--- config.mk ---
export PLATFORM = sky130hd
export DESIGN_NAME = hdg_pd_csr_flat
export DESIGN_NICKNAME = d
export VERILOG_FILES = /design/src/hdg_pd_pkg.sv /design/src/hdg_pd_ifs.sv /design/src/hdg_pd_csr.sv /design/src/flat_wrapper.sv
export SDC_FILE = /design/constraint.sdc
export NUM_CORES = 1
export LEC_CHECK = 0
export BUFFER_PORTS_ARGS = -buffer_cell sky130_fd_sc_hd__buf_2
export CORE_ASPECT_RATIO = 1.1
export CORE_MARGIN = 5
export CORE_UTILIZATION = 35
export DETAILED_ROUTE_END_ITERATION = 6
export PLACE_DENSITY_LB_ADDON = 0.25
export SYNTH_ARGS = -nofsm -noshare
export SYNTH_HDL_FRONTEND = slang
export SYNTH_SLANG_ARGS = --single-unit
--- constraint.sdc ---
create_clock -name clock -period 1.1 [get_ports clock]
set_clock_uncertainty 0.1 [all_clocks]
set_input_delay 0.11 -clock clock [delete_from_list [all_inputs] [get_ports clock]]
set_output_delay 0.11 -clock clock [all_outputs]
set_load 0.1 [all_outputs]
--- src/hdg_pd_pkg.sv ---
// Package for the heading PD servo controller.
// Widths, register indexes, reset values and the configuration struct.
// Used by the interfaces, hdg_pd_csr and heading_pd_servo_control_top.
package hdg_pd_pkg;

   localparam int HEAD_W     = 16;
   localparam int ERR_W      = 17;
   localparam int WRAP_W     = 18;
   localparam int DIFF_W     = 18;
   localparam int GAIN_W     = 16;
   localparam int DUTY_W     = 14;
   localparam int CSR_IDX_W  = 3;
   localparam int CSR_DATA_W = 16;

   localparam int PROD_P_W   = GAIN_W + 1 + ERR_W;
   localparam int PROD_D_W   = GAIN_W + 1 + DIFF_W;
   localparam int SUM_W      = PROD_D_W + 1;
   localparam int MAG_W      = 27;
   localparam int RECIP_W    = 28;
   localparam int RECIP_SH   = 34;
   localparam int QUOT_W     = MAG_W + RECIP_W - RECIP_SH;
   localparam int QS_W       = QUOT_W + 1;
   localparam int DUTY_X_W   = 24;

   // divide by 25600: drop 8 bits, then multiply by ceil(2^34 / 100)
   localparam int                 PRE_SHIFT = 8;
   localparam logic [RECIP_W-1:0] RECIP_100 = RECIP_W'(171798692);

   localparam logic signed [WRAP_W-1:0] HALF_TURN = WRAP_W'(18000);
   localparam logic signed [WRAP_W-1:0] FULL_TURN = WRAP_W'(36000);

   localparam logic [CSR_IDX_W-1:0] REG_GAIN_P      = CSR_IDX_W'(0);
   localparam logic [CSR_IDX_W-1:0] REG_GAIN_D      = CSR_IDX_W'(1);
   localparam logic [CSR_IDX_W-1:0] REG_DUTY_CENTER = CSR_IDX_W'(2);
   localparam logic [CSR_IDX_W-1:0] REG_DUTY_MIN    = CSR_IDX_W'(3);
   localparam logic [CSR_IDX_W-1:0] REG_DUTY_MAX    = CSR_IDX_W'(4);

   localparam logic [GAIN_W-1:0] RST_GAIN_P      = GAIN_W'(896);
   localparam logic [GAIN_W-1:0] RST_GAIN_D      = GAIN_W'(10240);
   localparam logic [DUTY_W-1:0] RST_DUTY_CENTER = DUTY_W'(740);
   localparam logic [DUTY_W-1:0] RST_DUTY_MIN    = DUTY_W'(520);
   localparam logic [DUTY_W-1:0] RST_DUTY_MAX    = DUTY_W'(1020);

   typedef struct packed {
      logic [GAIN_W-1:0] gain_p;
      logic [GAIN_W-1:0] gain_d;
      logic [DUTY_W-1:0] duty_center;
      logic [DUTY_W-1:0] duty_min;
      logic [DUTY_W-1:0] duty_max;
   } cfg_type;

endpackage

--- src/hdg_pd_ifs.sv ---


interface hdg_pd_csr_if import hdg_pd_pkg::*; ();
   logic                  valid;
   logic                  ready;
   logic [CSR_IDX_W-1:0]  reg_index;
   logic [CSR_DATA_W-1:0] write_data;

   modport source (output valid, reg_index, write_data, input ready);
   modport sink   (input valid, reg_index, write_data, output ready);
endinterface

--- src/hdg_pd_csr.sv ---
// Configuration registers of the heading PD servo controller.
// Depends on hdg_pd_pkg and hdg_pd_csr_if.
module hdg_pd_csr import hdg_pd_pkg::*; (
   input  logic         clock,
   input  logic         reset,
   hdg_pd_csr_if.sink   csr_bus,
   output cfg_type      cfg
);

   cfg_type cfg_ff;
   cfg_type cfg_in;

   assign csr_bus.ready = 1'b1;
   assign cfg           = cfg_ff;

   always_comb begin
      cfg_in = cfg_ff;
      if (csr_bus.valid) begin
         case (csr_bus.reg_index)
            REG_GAIN_P:      cfg_in.gain_p      = csr_bus.write_data;
            REG_GAIN_D:      cfg_in.gain_d      = csr_bus.write_data;
            REG_DUTY_CENTER: cfg_in.duty_center = csr_bus.write_data[DUTY_W-1:0];
            REG_DUTY_MIN:    cfg_in.duty_min    = csr_bus.write_data[DUTY_W-1:0];
            REG_DUTY_MAX:    cfg_in.duty_max    = csr_bus.write_data[DUTY_W-1:0];
            default:         cfg_in             = cfg_ff;
         endcase
      end
   end

   always_ff @(posedge clock) begin
      if (reset) begin
         cfg_ff.gain_p      <= RST_GAIN_P;
         cfg_ff.gain_d      <= RST_GAIN_D;
         cfg_ff.duty_center <= RST_DUTY_CENTER;
         cfg_ff.duty_min    <= RST_DUTY_MIN;
         cfg_ff.duty_max    <= RST_DUTY_MAX;
      end else begin
         cfg_ff <= cfg_in;
      end
   end

endmodule

--- src/flat_wrapper.sv ---
// flat-port wrapper written by rule: the top's interface ports become plain ports
module hdg_pd_csr_flat import hdg_pd_pkg::*;
  (clock, reset, cfg, csr_bus_valid, csr_bus_reg_index, csr_bus_write_data, csr_bus_ready);
  hdg_pd_csr_if csr_bus_i ();
  input  logic clock;
  input  logic reset;
  output cfg_type cfg;
  input wire logic [$bits(csr_bus_i.valid)-1:0] csr_bus_valid;
  input wire logic [$bits(csr_bus_i.reg_index)-1:0] csr_bus_reg_index;
  input wire logic [$bits(csr_bus_i.write_data)-1:0] csr_bus_write_data;
  output wire logic [$bits(csr_bus_i.ready)-1:0] csr_bus_ready;
  assign csr_bus_i.valid = csr_bus_valid;
  assign csr_bus_i.reg_index = csr_bus_reg_index;
  assign csr_bus_i.write_data = csr_bus_write_data;
  assign csr_bus_ready = csr_bus_i.ready;
  hdg_pd_csr u_core (.clock(clock), .reset(reset), .csr_bus(csr_bus_i), .cfg(cfg));
endmodule
# Word level (Yosys, flattened, before mapping)
# Index checks and enable logic that the tools add are counted.
# Widths: inputs -> output; s select.
# word_totals
out_inout_bits	75
reg_bits	74
in_bits	22
# op_classes
eq_ne	4
n_reduce_logical	6
# op_table
op	n
$reduce_and 2->1	5
$eq 3x2->1 const B	2
$eq 3x1->1 const B	1
$eq 3x3->1 const B	1
$logic_not 3->1	1

# Logic depth before layout (Yosys ltp)
# logic_depth
depth_word	2
mapped_depth	5

# Worst setup path before layout
# OpenSTA, ideal clock, no wires.
# synth_path
kind	flip-flop to flip-flop
from	register u_core.cfg[17] (netlist name)
to	register u_core.cfg_ff (netlist bit u_core.cfg[17])
setup_ps	72
stages_incl_launch_ff	3
t_arrival_ps	1166
path_slack_ps	-238
synth_period_minus_slack_ps	1338
required_time_ps	928
path_cell_list	dfxtp_1 nor2_1 mux2i_1
# synth_rtl
element	line	rtl
end signal, assigned	hdg_pd_csr.sv:38	cfg_ff <= cfg_in;
end, declared	hdg_pd_csr.sv:10	cfg_type cfg_ff;

# Worst setup path after layout
# layout_path
from	register u_core.cfg_ff (netlist bit u_core.cfg[59])
to	output cfg[59] (netlist bit)
# layout_rtl
element	line	rtl
end, declared	flat_wrapper.sv:7	output cfg_type cfg;
# No word-level cell between the ends.

==> impl_metrics.py <==
metrics = {
    "power_and_ir_drop": {
        "switching_share_pct": 29.3,
        "p_int_mw": 4.33,
        "comb_power_share_pct": 18.4,
        "pwr_density_cell_mw_per_mm2": 1140,
        "clock_power_share_pct": 35.9,
        "ir_drop_v": 0.000642,
        "p_leak_nw": 2.41,
        "seq_power_share_pct": 45.7,
        "switching_power_mw": 1.79,
    },
    "worst_setup_path": {
        "cp-start-kind": "register",
        "r2r-start": "u_core.cfg[44]",
        "crit_fanout": 2,
        "rr_endpoint": "u_core.cfg[44]",
        "critPathArrivalTime_ns": 0.89,
        "max_stage_delay_ns": 0.37,
        "path_class": "reg2out",
        "crit_buf_inv": 1,
        "rrSetupSlack_ns": 0.15,
        "critPathSlowestCell": "dfxtp_2",
        "endpoint_kind": "output pin",
        "worstPathRequired_ns": 0.89,
        "reg2reg_depth": 4,
        "cp_cell_sequence": "buf_12",
        "critical-path-top-delay-family": "flip-flops",
    },
    "route": {
        "vias": 2403,
        "wl_um": 7820,
        "postRouteAntennaNets": 0,
        "dr.pass1.iters": 4,
        "drc": 0,
        "routedWlPerCell_um": 14.8,
        "vias_per_cell": 4.54,
        "drt_first_iter_violations": 56,
    },
    "min_path": {
        "hold_class": "in2reg",
        "min_to": "u_core.cfg[1]",
        "hold_start": "csr_bus_write_data[1]",
        "whs_path_depth": 3,
    },
    "sta": {
        "period_share_pct": 99.9,
        "period_needed_ns": 1.10,
        "setup_slack_ns": 0.000745,
        "rsz0062_at_grt": "yes",
        "finalHoldViolations": 0,
        "setup_viol": 0,
        "fmax_ghz": 0.910,
        "slew_viol_final": 0,
    },
    "synthesis": {
        "syn_area_mm2": 0.00298,
        "postSynthCellCount": 278,
        "async_reset_ff_share_pct": 0,
        "synth_seq_cells": 74,
        "yosys.cell_types.count": 15,
        "synth_warnings": 0,
        "synth.net_count": 300,
        "synth.area.top_cells": "dfxtp_1, mux2i_1, nand2b_1, nor2_1, clkbuf_1",
        "synth.yosys.seq_area_share_pct": 49.7,
        "yosys-top-cells-count": "dfxtp_1, mux2i_1, nand2b_1",
        "synth.largest_area_cell": "dfxtp_1",
        "synth_edf_count": 0,
        "post-synth-top-area-fraction_pct": 49.7,
        "syn_area_per_cell_um2": 10.7,
        "synth_ff_type": "dfxtp_1",
    },
    "floorplanning": {
        "ios": 97,
        "core_mm2": 0.00836,
        "start_util_pct": 35.6,
        "die_x_um": 98.0,
        "die_h_um": 107,
        "die_area_mm2": 0.0105,
        "rows": 35,
    },
    "placed_design": {
        "dpl.hpwl_um": 5880,
        "globalplace.congestion": 0.737,
        "pre_cts_slack_ns": -0.224,
        "portBuffers": 95,
    },
    "grt": {
        "grt_usage_pct": 15.7,
        "grt_first_pass_wirelength_um": 13100,
        "grt_start_max_net_pins": 31,
        "antenna_found_initial": 0,
        "grt-ovfl-total": 0,
        "grt_pass1_vias": 2622,
    },
    "cells_and_area": {
        "num_antenna_cells": 0,
        "largest_reg_flops": 74,
        "fillers": 653,
        "syn_to_final_growth_pct": 80.8,
        "multi_input_area_mm2": 0.00141,
        "finish.utilization_pct": 64.4,
        "fin_nets": 435,
        "drive_gt1_share_pct": 54.1,
        "register_area_mm2": 0.00160,
    },
    "clock_network": {
        "htree_levels": 3,
        "insertion_delay_ns": 0.33,
        "clock_sinks": 74,
        "cts-root-buf": "clkbuf_8",
        "clockBufferDepth": 2,
        "cts_tree": "done",
        "clk_pin_slew_ns": 0.09,
        "cts_buffers": 9,
    },
    "status": {
        "outcome": "complete, no violations",
    },
    "job": {
        "max_cap_violations": 0,
    },
}
[per-layer routing]
| metal | track usage (%) | routed length (µm) | up-vias |
|---|---|---|---|
| met4 | 5.14 | 104 | 0 |
| met5 | 0 | 0 | - |
| met1 | 17.9 | 3270 | 1153 |
| li1 | - | - | 1191 |
| met3 | 4.68 | 409 | 5 |
| met2 | 27.9 | 4030 | 54 |
[kinds of logic (layout without fill, tap and decap cells)]
kind of cell  after synthesis  in the layout  share of synthesized area (%)
simple gates              108            108                           21.7
flops                      74             74                           49.7
mux                        74             74                           24.9
buf+inv                    21            161                           3.61
other cells                 1              1                          0.126
[placed cells by master (no fill, tap or decap), types with 2 or more instances in the layout]
cell type	instances
buf_4	35
inv_6	2
clkinv_4	3
nand4bb_1	2
dfxtp_4	9
mux2i_1	74
nor2_1	30
dfxtp_2	65
buf_12	77
buf_2	21
dlygate4sd3_1	12
clkbuf_8	10
nand2b_1	70
[through the flow]
step	instances	setup TNS, ns	instance area (µm²)	hold slack (ns)	power [mW]
6_report	529	0	5390	0.0330	6.12
3_3_place_gp	484	-7.22	4900	0.277	3.95
2_1_floorplan	278	-0.168	3080	0.158	3.52
3_5_place_dp	484	-8.73	4900	0.290	3.96
5_1_grt	529	-1.66	5390	0.0487	6.34
4_1_cts	520	-0.518	5300	0.0327	6.19
[how the worst max path moves through the flow]
stage                     slack [ns]              to            startpoint  depth (start not counted)
after floorplan                -0.02  u_core.cfg[67]  csr_bus_reg_index[2]                          3
after global placement         -0.20  u_core.cfg[56]  csr_bus_reg_index[0]                          5
after global routing           -0.04         cfg[35]        u_core.cfg[35]                          1
final                         0.0007         cfg[59]        u_core.cfg[59]                          1
after detailed placement       -0.22   u_core.cfg[5]  csr_bus_reg_index[1]                          5
after CTS                      -0.02         cfg[30]        u_core.cfg[30]                          1
[power by group through the flow]
stage	clock network [mW]	registers (mW)	logic, mW
6_report	2.19	2.79	1.13
5_1_grt	2.36	2.80	1.18
4_1_cts	2.25	2.81	1.13
3_5_place_dp	0	2.88	1.08
3_3_place_gp	0	2.88	1.07
2_1_floorplan	0	3.27	0.247
[final cells by class]
cell class / instances / share of cell area [%]
clock buffers: 10 / 2.56
clock inverters: 6 / 1.37
multi-input cells: 183 / 26.2
flip-flops and latches: 74 / 29.6
well taps: 111 / 2.58
repair buffers: 145 / 37.7
[repair_timing]
| item | 4_1_cts | 5_1_grt |
|---|---|---|
| endpoints found under the setup margin | 56 | 74 |
| hold buffers | 12 | 0 |
| gates resized for setup | 1 | 8 |
| setup buffers | 8 | 9 |
| cloned | 0 | 0 |
| hold endpoints to repair | 32 | 0 |
Power figures use the tool's default switching activity.
